### src/rtl/core/co2_sensor_uart_poll_engine_macros.svh
// Assertion helpers for the CO2 poll engine.
`ifndef CO2_SENSOR_UART_POLL_ENGINE_MACROS_SVH
`define CO2_SENSOR_UART_POLL_ENGINE_MACROS_SVH

`ifndef SYNTHESIS
// Clocked check, masked while reset is high.
`define CO2P_ASSERT(lbl, clk, rst, prop, msg) \
   lbl: assert property (@(posedge clk) disable iff (rst) prop) else $error(msg);
// Clocked check that also holds during reset.
`define CO2P_ASSERT_ALWAYS(lbl, clk, prop, msg) \
   lbl: assert property (@(posedge clk) prop) else $error(msg);
`else
`define CO2P_ASSERT(lbl, clk, rst, prop, msg)
`define CO2P_ASSERT_ALWAYS(lbl, clk, prop, msg)
`endif

`endif

### src/rtl/core/co2poll_pkg.sv
package co2poll_pkg;

   typedef enum logic [1:0] {
      OP_START = 2'd0,
      OP_BYTE  = 2'd1,
      OP_TICK  = 2'd2
   } op_type;

   typedef enum logic [1:0] {
      PH_IDLE  = 2'd0,
      PH_SYNC  = 2'd1,
      PH_FRAME = 2'd2
   } phase_type;

   typedef enum logic [2:0] {
      ST_OK        = 3'd0,
      ST_NO_LINK   = 3'd1,
      ST_SYNC_TO   = 3'd2,
      ST_SHORT     = 3'd3,
      ST_CSUM_BAD  = 3'd4,
      ST_RANGE     = 3'd5
   } status_type;

   typedef enum logic {
      KIND_TX      = 1'b0,
      KIND_OUTCOME = 1'b1
   } kind_type;

   typedef enum logic [1:0] {
      CMD_NONE   = 2'd0,
      CMD_READ   = 2'd1,
      CMD_CALOFF = 2'd2
   } cmd_type;

   typedef enum logic [1:0] {
      CSR_LINK_EN   = 2'd0,
      CSR_SYNC_TO   = 2'd1,
      CSR_BYTE_TO   = 2'd2,
      CSR_MAX_PPM   = 2'd3
   } csr_index_type;

   typedef struct packed {
      logic [1:0] op;
      logic [7:0] rx_byte;
   } req_payload_type;

   typedef struct packed {
      logic        kind;
      logic [7:0]  tx_byte;
      logic [15:0] ppm;
      logic [2:0]  status;
      logic        last;
   } rsp_payload_type;

   // One burst of results handed to the emitter.
   typedef struct packed {
      cmd_type     cmd;
      logic        has_outcome;
      status_type  status;
      logic [15:0] ppm;
   } job_type;

   localparam logic [7:0]  START_BYTE     = 8'hFF;
   localparam logic [3:0]  FRAME_LAST_IDX = 4'd8;
   localparam logic [3:0]  CMD_LAST_IDX   = 4'd8;
   localparam logic [3:0]  OUTCOME_IDX    = 4'd9;
   localparam logic [15:0] SYNC_TO_RESET  = 16'd2000;
   localparam logic [15:0] BYTE_TO_RESET  = 16'd2000;
   localparam logic [15:0] MAX_PPM_RESET  = 16'd50000;

   localparam logic [7:0] READ_CMD [9] =
      '{8'hFF, 8'h01, 8'h86, 8'h00, 8'h00, 8'h00, 8'h00, 8'h00, 8'h79};
   localparam logic [7:0] CALOFF_CMD [9] =
      '{8'hFF, 8'h01, 8'h79, 8'h00, 8'h00, 8'h00, 8'h00, 8'h00, 8'h86};

   function automatic logic [7:0] cmd_byte(input cmd_type cmd, input logic [3:0] idx);
      logic [7:0] b;
      b = 8'h00;
      if (idx <= CMD_LAST_IDX) begin
         case (cmd)
            CMD_READ:   b = READ_CMD[idx];
            CMD_CALOFF: b = CALOFF_CMD[idx];
            default:    b = 8'h00;
         endcase
      end
      return b;
   endfunction

endpackage

### src/rtl/core/co2poll_emit.sv
`include "co2_sensor_uart_poll_engine_macros.svh"

module co2poll_emit
   import co2poll_pkg::*;
(
   input  logic            clock,
   input  logic            reset,
   input  logic            load,
   input  job_type         job,
   output logic            free,
   output logic            rsp_valid,
   input  logic            rsp_ready,
   output rsp_payload_type rsp_data
);

   logic       valid_ff, valid_in;
   job_type    job_ff, job_in;
   logic [3:0] idx_ff, idx_in;
   logic       is_byte;
   logic       last_w;
   logic       take_w;

   assign is_byte = (idx_ff <= CMD_LAST_IDX);
   // last of a command-only burst is its ninth byte, otherwise the outcome
   assign last_w  = (idx_ff == OUTCOME_IDX) ||
                    ((idx_ff == CMD_LAST_IDX) && !job_ff.has_outcome);
   assign take_w  = valid_ff && rsp_ready;
   assign free    = !valid_ff || (take_w && last_w);

   always_comb begin
      valid_in = valid_ff;
      job_in   = job_ff;
      idx_in   = idx_ff;
      if (load) begin
         valid_in = 1'b1;
         job_in   = job;
         idx_in   = (job.cmd == CMD_NONE) ? OUTCOME_IDX : 4'd0;
      end else if (take_w) begin
         if (last_w) begin
            valid_in = 1'b0;
         end else begin
            idx_in = idx_ff + 4'd1;
         end
      end
   end

   always_ff @(posedge clock) begin
      if (reset) begin
         valid_ff <= 1'b0;
         idx_ff   <= 4'd0;
      end else begin
         valid_ff <= valid_in;
         idx_ff   <= idx_in;
      end
      job_ff <= job_in;
   end

   assign rsp_valid        = valid_ff;
   assign rsp_data.kind    = is_byte ? KIND_TX : KIND_OUTCOME;
   assign rsp_data.tx_byte = is_byte ? cmd_byte(job_ff.cmd, idx_ff) : 8'h00;
   assign rsp_data.ppm     = is_byte ? 16'h0000 : job_ff.ppm;
   assign rsp_data.status  = is_byte ? ST_OK : job_ff.status;
   assign rsp_data.last    = last_w;

   `CO2P_ASSERT(a_load_when_free, clock, reset, load |-> free, "burst overwritten")
   `CO2P_ASSERT(a_burst_continues, clock, reset, (take_w && !last_w) |=> rsp_valid, "burst cut short")
   `CO2P_ASSERT(a_outcome_is_last, clock, reset, (valid_ff && !is_byte) |-> last_w, "outcome not last")
   `CO2P_ASSERT_ALWAYS(a_idx_range, clock, valid_ff |-> (idx_ff <= OUTCOME_IDX), "index out of range")

endmodule

### src/rtl/core/co2_sensor_uart_poll_engine.sv
// CO2 sensor poll engine. Items arrive on req_ (op: start, received byte, 1 ms
// tick) and are decoded in the cycle they are accepted; results leave on rsp_,
// one per ready cycle, with last marking the final result of an item. Ticks and
// all bytes but the one that closes a frame give at most one result; a start
// (link on) gives the 9-byte read command; the byte that closes the first good
// frame gives the 9-byte calibration-off command plus the outcome (10 results).
// req_ready is low while any result of an earlier item waits, and rises in the
// cycle the final one is taken, so with the receiver ready, items that give one
// result or none stream at one per cycle, and a burst in the emitter's single
// result register holds the input until its final result is taken. Only checksum
// and the two reading bytes are kept from a frame (running sum). Configuration
// writes are taken every cycle (csr_ready is always high).
`include "co2_sensor_uart_poll_engine_macros.svh"

module co2_sensor_uart_poll_engine
   import co2poll_pkg::*;
(
   input  logic            clock,
   input  logic            reset,
   input  logic            req_valid,
   output logic            req_ready,
   input  req_payload_type req_data,
   output logic            rsp_valid,
   input  logic            rsp_ready,
   output rsp_payload_type rsp_data,
   input  logic            csr_valid,
   output logic            csr_ready,
   input  csr_index_type   csr_index,
   input  logic [15:0]     csr_wdata
);

   // configuration
   logic        link_en_ff, link_en_in;
   logic [15:0] sync_to_ff, sync_to_in;
   logic [15:0] byte_to_ff, byte_to_in;
   logic [15:0] max_ppm_ff, max_ppm_in;

   // read state
   phase_type   phase_ff, phase_in;
   logic [3:0]  count_ff, count_in;
   logic [15:0] wait_ff, wait_in;
   logic        cal_sent_ff, cal_sent_in;
   logic [7:0]  sum_ff, sum_in;     // sum of frame bytes 1..count-1
   logic [7:0]  hi_ff, hi_in;       // frame byte 2
   logic [7:0]  lo_ff, lo_in;       // frame byte 3

   logic        accept;
   logic        csr_wr;
   logic        emit_free;
   logic        load_w;
   job_type     job_w;
   logic [15:0] tick_w;
   logic [15:0] limit_w;
   logic [15:0] value_w;
   logic [7:0]  b;

   assign accept    = req_valid && req_ready;
   assign csr_ready = 1'b1;
   assign csr_wr    = csr_valid && csr_ready;
   assign req_ready = emit_free;
   assign b         = req_data.rx_byte;

   // tick counter saturates at all ones
   assign tick_w  = (wait_ff == 16'hFFFF) ? 16'hFFFF : (wait_ff + 16'd1);
   assign limit_w = (phase_ff == PH_SYNC) ? sync_to_ff : byte_to_ff;
   assign value_w = {hi_ff, lo_ff};

   always_comb begin
      link_en_in  = link_en_ff;
      sync_to_in  = sync_to_ff;
      byte_to_in  = byte_to_ff;
      max_ppm_in  = max_ppm_ff;
      phase_in    = phase_ff;
      count_in    = count_ff;
      wait_in     = wait_ff;
      cal_sent_in = cal_sent_ff;
      sum_in      = sum_ff;
      hi_in       = hi_ff;
      lo_in       = lo_ff;
      load_w      = 1'b0;
      job_w       = '{cmd: CMD_NONE, has_outcome: 1'b1, status: ST_OK, ppm: 16'h0000};

      if (accept) begin
         case (req_data.op)
            OP_START: begin
               if (!link_en_ff) begin
                  cal_sent_in  = 1'b0;
                  phase_in     = PH_IDLE;
                  load_w       = 1'b1;
                  job_w.status = ST_NO_LINK;
               end else begin
                  // restarts any read in progress
                  load_w            = 1'b1;
                  job_w.cmd         = CMD_READ;
                  job_w.has_outcome = 1'b0;
                  phase_in          = PH_SYNC;
                  count_in          = 4'd0;
                  wait_in           = 16'd0;
               end
            end
            OP_BYTE: begin
               if (phase_ff == PH_SYNC) begin
                  if (b == START_BYTE) begin
                     count_in = 4'd1;
                     wait_in  = 16'd0;
                     sum_in   = 8'h00;
                     phase_in = PH_FRAME;
                  end
               end else if (phase_ff == PH_FRAME) begin
                  count_in = count_ff + 4'd1;
                  wait_in  = 16'd0;
                  if (count_ff == 4'd2) hi_in = b;
                  if (count_ff == 4'd3) lo_in = b;
                  if (count_ff < FRAME_LAST_IDX) sum_in = sum_ff + b;
                  if (count_ff == FRAME_LAST_IDX) begin
                     // frame complete: byte 8 must cancel the sum of bytes 1..7
                     phase_in = PH_IDLE;
                     load_w   = 1'b1;
                     if (8'(sum_ff + b) != 8'h00) begin
                        job_w.status = ST_CSUM_BAD;
                     end else if (value_w > max_ppm_ff) begin
                        job_w.status = ST_RANGE;
                     end else begin
                        job_w.ppm = value_w;
                        if (!cal_sent_ff) begin
                           job_w.cmd   = CMD_CALOFF;
                           cal_sent_in = 1'b1;
                        end
                     end
                  end
               end
            end
            OP_TICK: begin
               if (phase_ff == PH_SYNC || phase_ff == PH_FRAME) begin
                  wait_in = tick_w;
                  if (tick_w >= limit_w) begin
                     load_w       = 1'b1;
                     job_w.status = (phase_ff == PH_SYNC) ? ST_SYNC_TO : ST_SHORT;
                     phase_in     = PH_IDLE;
                  end
               end
            end
            default: ;  // unused op: ignored
         endcase
      end

      if (csr_wr) begin
         unique case (csr_index)
            CSR_LINK_EN: begin
               if (!csr_wdata[0]) begin
                  phase_in    = PH_IDLE;
                  cal_sent_in = 1'b0;
               end else if (!link_en_ff) begin
                  cal_sent_in = 1'b0;
               end
               link_en_in = csr_wdata[0];
            end
            CSR_SYNC_TO: sync_to_in = csr_wdata;
            CSR_BYTE_TO: byte_to_in = csr_wdata;
            CSR_MAX_PPM: max_ppm_in = csr_wdata;
            default:     ;
         endcase
      end
   end

   always_ff @(posedge clock) begin
      if (reset) begin
         link_en_ff  <= 1'b0;
         sync_to_ff  <= SYNC_TO_RESET;
         byte_to_ff  <= BYTE_TO_RESET;
         max_ppm_ff  <= MAX_PPM_RESET;
         phase_ff    <= PH_IDLE;
         count_ff    <= 4'd0;
         wait_ff     <= 16'd0;
         cal_sent_ff <= 1'b0;
      end else begin
         link_en_ff  <= link_en_in;
         sync_to_ff  <= sync_to_in;
         byte_to_ff  <= byte_to_in;
         max_ppm_ff  <= max_ppm_in;
         phase_ff    <= phase_in;
         count_ff    <= count_in;
         wait_ff     <= wait_in;
         cal_sent_ff <= cal_sent_in;
      end
      sum_ff <= sum_in;
      hi_ff  <= hi_in;
      lo_ff  <= lo_in;
   end

   co2poll_emit u_emit (
      .clock     (clock),
      .reset     (reset),
      .load      (load_w),
      .job       (job_w),
      .free      (emit_free),
      .rsp_valid (rsp_valid),
      .rsp_ready (rsp_ready),
      .rsp_data  (rsp_data)
   );

   `CO2P_ASSERT(a_frame_count, clock, reset, (phase_ff == PH_FRAME) |-> (count_ff >= 4'd1 && count_ff <= FRAME_LAST_IDX), "frame count out of range")
   `CO2P_ASSERT(a_cal_needs_link, clock, reset, cal_sent_ff |-> link_en_ff, "calibration flag without link")
   `CO2P_ASSERT(a_start_busy, clock, reset, (accept && req_data.op == OP_START && link_en_ff) |=> (rsp_valid && !req_ready), "read command not emitted")

endmodule
### config.mk
export PLATFORM = sky130hd
export DESIGN_NAME = co2_sensor_uart_poll_engine
export DESIGN_NICKNAME = d
export VERILOG_FILES = /design/src/rtl/core/co2poll_pkg.sv /design/src/rtl/core/co2poll_emit.sv /design/src/rtl/core/co2_sensor_uart_poll_engine.sv
export VERILOG_INCLUDE_DIRS = /design/src /design/src/rtl/core
export SDC_FILE = /design/constraint.sdc
export NUM_CORES = 1
export LEC_CHECK = 0
export BUFFER_PORTS_ARGS = -buffer_cell sky130_fd_sc_hd__buf_4
export CAP_MARGIN = 20
export CORE_MARGIN = 2
export CORE_UTILIZATION = 34
export DETAILED_ROUTE_END_ITERATION = 8
export GPL_TIMING_DRIVEN = 1
export SYNTH_ARGS = -nofsm -noshare
export SYNTH_HDL_FRONTEND = slang
export SYNTH_SLANG_ARGS = --single-unit
### constraint.sdc
create_clock -name clock -period 5.1 [get_ports clock]
set_clock_uncertainty 0.1 [all_clocks]
set_input_delay 1.53 -clock clock [delete_from_list [all_inputs] [get_ports clock]]
set_output_delay 1.53 -clock clock [all_outputs]
set_load 0.05 [all_outputs]
# ---- After elaboration in Yosys (flattened, before gate mapping)
# Memories as Yosys holds them, arrays and structs flattened.
# Index checks and enable logic that the tools add are counted.
dict set report op_classes {
  reduce_logical 32
  order_cmp 5
  n_bitwise 6
  muxes 87
  n_eq_ne 22
  addsub 4
}
# operator count
set ops {}
lappend ops {{16-bit two-way mux} 11}
lappend ops {{8-bit two-way mux} 9}
lappend ops {{19-bit two-way mux} 3}
lappend ops {{16-bit case mux with 3 select lines} 1}
lappend ops {{2-bit two-way mux} 19}
lappend ops {{4-bit two-way mux} 8}
lappend ops {{1-bit two-way mux} 25}
lappend ops {{22-bit two-way mux} 1}
lappend ops {{5-bit AND reduction} 4}
lappend ops {{16-bit by 1-bit adder with 16-bit output, second input constant} 1}
lappend ops {{16-bit == test, second input constant} 1}
lappend ops {{16-bit >= comparator} 1}
lappend ops {{16-bit greater-than comparator} 1}
lappend ops {{8-bit case mux with 2 select lines} 1}
lappend ops {{2-bit AND reduction} 7}
lappend ops {{4-bit == test, second input constant} 3}
lappend ops {{2-bit == test, second input constant} 5}
lappend ops {{2-bit nonzero test} 5}
lappend ops {{3-bit two-way mux} 3}
lappend ops {{3-bit case mux with 3 select lines} 1}
lappend ops {{4-bit by 1-bit adder with 4-bit output, second input constant} 2}
lappend ops {{8-bit adder} 1}
lappend ops {{2-bit by 1-bit == test with 1-bit output, second input constant} 4}
lappend ops {{4-bit by 2-bit == test with 1-bit output, second input constant} 2}
lappend ops {{other kinds (22)} 37}
dict set report totals {
  out_inout_bits 32
  rom_bits 256
  inputBits 33
  ff_bits 123
  memories 2
  wordCells 175
}
# name depth width rd rd_ports_with_merged_regs write_ports line
set mem_list {}
lappend mem_list {{(no name shown)} 16 8 1 0 0 co2poll_pkg.sv:81} ;# CMD_READ: b = READ_CMD[idx];
lappend mem_list {{(no name shown)} 16 8 1 0 0 co2poll_pkg.sv:82} ;# CMD_CALOFF: b = CALOFF_CMD[idx];

# ---- Longest topological paths before layout
dict set report depth {
  ltp_word 12
  mapped_depth 15
  depth_no_buf 14
}

# ---- By module
# A second synthesis with hierarchy kept.
dict set report hier_totals {
  hier_cells 756
  hier_area_um2 6815.3
}
# module area_per_inst_um2 n_inst cells_each
set modules_own_cells {}
lappend modules_own_cells {co2_sensor_uart_poll_engine 5561.6 1 656}
lappend modules_own_cells {co2poll_emit 1253.7 1 100}

# ---- Worst setup path after synthesis
# Ideal clock, no wire load.
dict set report synth_path {
  kind {input to register}
  from {input port rsp_ready}
  to {register sum_ff[0], enable pin}
  required_time_ps 4602
  setup_time_ps 398
  arrival_time_ps 3485
  path_buffers 1
  stages 5
  setup_slack_ps 1118
  path_cell_list {inv_1 o21ai_2 nand2_2 buf_2 nor4b_1}
}
dict set report synth_via {
  elab_chain_cells 5
}
# item line
set synth_lines {}
lappend synth_lines {{from (decl)} co2_sensor_uart_poll_engine.sv:24} ;# input logic rsp_ready,
lappend synth_lines {{1-bit logical AND} co2poll_emit.sv:27} ;# assign take_w = valid_ff && rsp_ready;
lappend synth_lines {{1-bit logical AND} co2poll_emit.sv:28} ;# assign free = !valid_ff || (take_w && last_w);
lappend synth_lines {{1-bit logical OR} co2poll_emit.sv:28}
lappend synth_lines {{net req_ready} co2_sensor_uart_poll_engine.sv:21} ;# output logic req_ready,
lappend synth_lines {{1-bit logical AND} co2_sensor_uart_poll_engine.sv:57} ;# assign accept = req_valid && req_ready;
lappend synth_lines {{5-bit AND reduction (no line)} n/a}
lappend synth_lines {{to (signal assigned)} co2_sensor_uart_poll_engine.sv:186} ;# sum_ff <= sum_in;
lappend synth_lines {{to (decl)} co2_sensor_uart_poll_engine.sv:43} ;# logic [7:0] sum_ff, sum_in;
# The timed path passes the listed nets, and every way through them passes these cells.
# A chain may end at the register's enable or synchronous reset.

# ---- Worst setup path in the final report
dict set report layout_path {
  from {register wait_ff[0]}
  to {register u_emit.job_ff[0] in the netlist's numbering, enable pin}
}
dict set report layout_via {
  elab_chain_cells 7
  word_cells_on_any_way 8
  cone_classes {add/sub (1); order compare (1); eq/ne (1); mux (5)}
}
# item line
set layout_lines {}
lappend layout_lines {{from (decl)} co2_sensor_uart_poll_engine.sv:41} ;# logic [15:0] wait_ff, wait_in;
lappend layout_lines {{from (signal assigned)} co2_sensor_uart_poll_engine.sv:183} ;# wait_ff <= wait_in;
lappend layout_lines {{16-bit by 1-bit adder with 16-bit output or 16-bit == test (tied branches)} co2_sensor_uart_poll_engine.sv:64} ;# assign tick_w = (wait_ff == 16'hFFFF) ? 16'hFFFF : (wait_ff + 16'd1);
lappend layout_lines {{16-bit two-way mux *} co2_sensor_uart_poll_engine.sv:64}
lappend layout_lines {{16-bit >= comparator *} co2_sensor_uart_poll_engine.sv:136} ;# if (tick_w >= limit_w) begin
lappend layout_lines {{1-bit two-way mux *} co2_sensor_uart_poll_engine.sv:136}
lappend layout_lines {{1-bit two-way mux *} co2_sensor_uart_poll_engine.sv:134} ;# if (phase_ff == PH_SYNC || phase_ff == PH_FRAME) begin
lappend layout_lines {{1-bit case mux with 3 select lines *} co2_sensor_uart_poll_engine.sv:84} ;# case (req_data.op)
lappend layout_lines {{1-bit two-way mux *} co2_sensor_uart_poll_engine.sv:83} ;# if (accept) begin
lappend layout_lines {{net load_w} co2_sensor_uart_poll_engine.sv:50} ;# logic load_w;
lappend layout_lines {{to (signal assigned)} co2poll_emit.sv:55} ;# job_ff <= job_in;
lappend layout_lines {{to (decl)} co2poll_emit.sv:17} ;# job_type job_ff, job_in;
# The timed path passes the listed nets; every way through them passes the cells marked *.

==> run metrics <==
initial antenna violation count=0; post-synthesis cell type count=62; cell area after synthesis=0.006583 sq mm; Max FO, Critical Path=24; switching power=slightly below 0.0006 W; grt ovf=0; die width=143.1 um; # setup viols final=0; R2R Path End=u_emit.job_ff[0]$_SDFFCE_PP0P_; Initial Util=34.96%; Gate Count Post-Synth=approximately 710; Root Driver=clkbuf_16; drt wl/cell=approximately 16 um; flops & latches, synth=approximately 120; CTS tree=built; Clk pin slew, worst setup/hold paths=~0.060 ns; layout cell share with drive strength beyond 1=14.75%; Max Freq=232.1 MHz; global-route wire length before repair=~25000 um; Fin. Hold Viols=0; Layout Nets=between 800 and 900; final hold slack=around 0.35 ns; worst r2r src=wait_ff[0]$_SDFFE_PP0P_; ANT cells=0; Routed Antenna Nets=0; hold path depth=2; Pleak=3.083 nW; syn avg cell area=a little over 9 sq um; DR DRC count=0; # rows=50; WL final=15990 um; Worst Path Arrival=4.27 ns; ys flop type=dfxtp_1; Worst Setup End Kind=flop; clock power share=48.6%; outcome=finished, final reports clean; Num CTS Buffers=17; largest net degree at the start of global routing=75; maxcap violations=0; reg2reg path depth=13; clk sink count=123; Critical Path RT=between 5 and 6 ns; gpl congestion=approximately 0.84; DIE AREA=0.02049 sq mm; via count=around 5100; Comb pwr share=a little under 8%; Synth-to-Final Area Change=18.59%; Hold Path End=byte_to_ff[0]$_SDFFE_PP0P_; drt pass-1 iters=5; vias in the first global route=4747; async set-reset flop share out of synthesis=0%; Worst Max-Slew Pin Slew=1.032 ns; chip height=143.1 um; GRT Util Overall=15.74%; IO Count=65; clock buffer depth=2; worst vdd ir=around 270 uV; Post-CTS Setup Repair Bufs=0; kind of critical path=flop to flop; Net Count, Synth=791; hold_buf cts=0; RSZ-0062 raised after global routing=no; hold path start=byte_to_ff[0]$_SDFFE_PP0P_; Post-CTS Resized=0; DP HPWL=11580 um; register area share after synthesis=44.40%; Hold Path Class=flop to flop; total power=0.002412 W; register share of total power=43.5%; crit start category=flop; vias per cell=5.019; CORE AREA=0.01883 sq mm; YS warnings=0; setup_tns=0 ns; R2R Setup Slk=0.79 ns; Post-DP Area=0.007231 sq mm; P_int=0.001828 W; DR iter-0 viols=354; Rel. slew slack=31.19%; Switching Share=24.21%; min Tclk post-route=4.309 ns; Final Cycle Share=between 80% and 90%; Max Slew Vio Count=0; worst skew pair latency=0.42 ns; count of port buffers added during placement=63; final instance area=0.007806 sq mm; EDFF count, synth=46; power density over cell area=about 300 mW/mm^2; htree depth=4
-- cells by family (layout without fill, tap and decap cells) --
| group | count (synthesis) | in the layout | share of synthesized area (%) |
|---|---|---|---|
| AOI/OAI and AO/OA | 134 | 134 | 12.87 |
| xor gates and xnor gates | 18 | 18 | 2.509 |
| adders and majority gates | 52 | 52 | 9.998 |
| buffers and inverters | 76 | 136 | 4.885 |
| DFF | 123 | 123 | 44.40 |
| muxes | 20 | 20 | 3.098 |
| other | 1 | 1 | 0.05697 |
| and+or+nand+nor | 282 | 282 | 22.18 |
-- layout make-up --
type / instances / area (sq um)
flip-flops and latches: 123 / 2923
multi-input cells: 507 / 3344
repair buffers: 66 / 495.5
clock inverters: 14 / 146.4
fillers: 1897 / 11020
clock buffers: 18 / 429.2
well taps: 260 / 325.3
inverters: 38 / 142.6
-- stage by stage --
step / utilization [%] / instances / setup WS (ns)
final: 41.46 / 1026 / 0.7906
after global routing: 41.46 / 1026 / 0.4978
after CTS: 41.46 / 1026 / 0.7476
after detailed placement: 38.40 / 994 / 0.7645
after global placement: 38.40 / 994 / 0.7979
after floorplan: - / 706 / 1.118
-- power groups by stage --
stage / clock [W] / sequential [W] / combinational, W
after detailed placement: 0 / 0.00107 / 0.000190
final: 0.00117 / 0.00105 / 0.000190
after global placement: 0 / 0.00107 / 0.000188
after global routing: 0.00123 / 0.00105 / 0.000208
after CTS: 0.00119 / 0.00105 / 0.000191
after floorplan: 0 / 0.00107 / 0.000126
-- worst max-delay path by stage --
stage	from	to	slack, ns	cells after the start
after global routing	wait_ff[0]$_SDFFE_PP0P_	u_emit.job_ff[15]$_SDFFCE_PP0P_	0.50	13
final	wait_ff[0]$_SDFFE_PP0P_	u_emit.job_ff[0]$_SDFFCE_PP0P_	0.79	13
after global placement	wait_ff[0]$_SDFFE_PP0P_	u_emit.job_ff[3]$_SDFFCE_PP0P_	0.80	13
after floorplan	rsp_ready	sum_ff[0]$_SDFFCE_PP0P_	1.12	5
after CTS	wait_ff[0]$_SDFFE_PP0P_	u_emit.job_ff[7]$_SDFFCE_PP0P_	0.75	13
after detailed placement	wait_ff[0]$_SDFFE_PP0P_	u_emit.job_ff[9]$_SDFFCE_PP0P_	0.76	13
-- per-layer routing --
layer	vias to the layer above	part of all wire [%]	global-route usage, %
met3	14	5.9	2.918
li1	2581	-	-
met5	-	0	0
met1	2425	49	22.32
met4	0	1.1	5.576
met2	129	44	23.92
-- synthesized netlist by cell type (4+ instances only) --
master	count	area, sq um
nand2_1	108	405.4
dfxtp_1	77	1541
a21oi_1	58	290.3
ha_1	51	638.1
edfxtp_1	46	1381
and2_1	39	244.0
inv_1	37	138.9
nor2_1	37	138.9
clkbuf_1	26	97.59
a22oi_1	17	127.6
mux2i_1	17	170.2
nand3_1	17	85.08
nand3b_1	15	112.6
nand4_1	12	75.07
buf_4	9	67.56
nor3_1	9	45.04
o21ai_0	9	45.04
xnor2_1	9	78.83
a211o_1	8	70.07
nor2b_1	8	50.05
xor2_1	8	70.07
a211oi_1	7	52.55
and3_1	6	37.54
nand2b_1	5	31.28
o211ai_1	5	37.54
o21ai_1	5	25.02
a21o_1	4	30.03
o31ai_1	4	30.03
-- state kept, by name, summed over array words and instances (netlist names), 2 cells and up --
name / cells
byte_to_ff: 16
count_ff: 4
hi_ff: 8
lo_ff: 8
max_ppm_ff: 16
phase_ff: 2
sum_ff: 8
sync_to_ff: 16
u_emit.idx_ff: 4
u_emit.job_ff: 22
wait_ff: 16
-- cells in the final DEF (no fill, tap or decap), types with 15 or more instances in the layout --
| cell type | n |
|---|---|
| a21oi_1 | 58 |
| nand3_1 | 17 |
| mux2i_1 | 17 |
| dfxtp_1 | 77 |
| nor2_1 | 37 |
| ha_1 | 51 |
| nand2_1 | 108 |
| a22oi_1 | 17 |
| and2_1 | 39 |
| edfxtp_1 | 46 |
| nand3b_1 | 15 |
| buf_4 | 66 |
| inv_1 | 37 |
| clkbuf_16 | 17 |
-- worst max-delay path, cell delays in order (launching register included) --
cell	delay (ns)
dfxtp_1	0.41
ha_1	0.28
nand3_1	0.15
or4_1	0.77
nand2_1	0.18
inv_1	0.05
ha_1	0.27
nor3b_1	0.05
o21ai_1	0.16
a211oi_1	0.10
o31ai_1	0.50
nand2b_1	0.15
a211o_1	0.40
inv_2	0.39
Note: power is estimated with default switching activity, not from simulation.
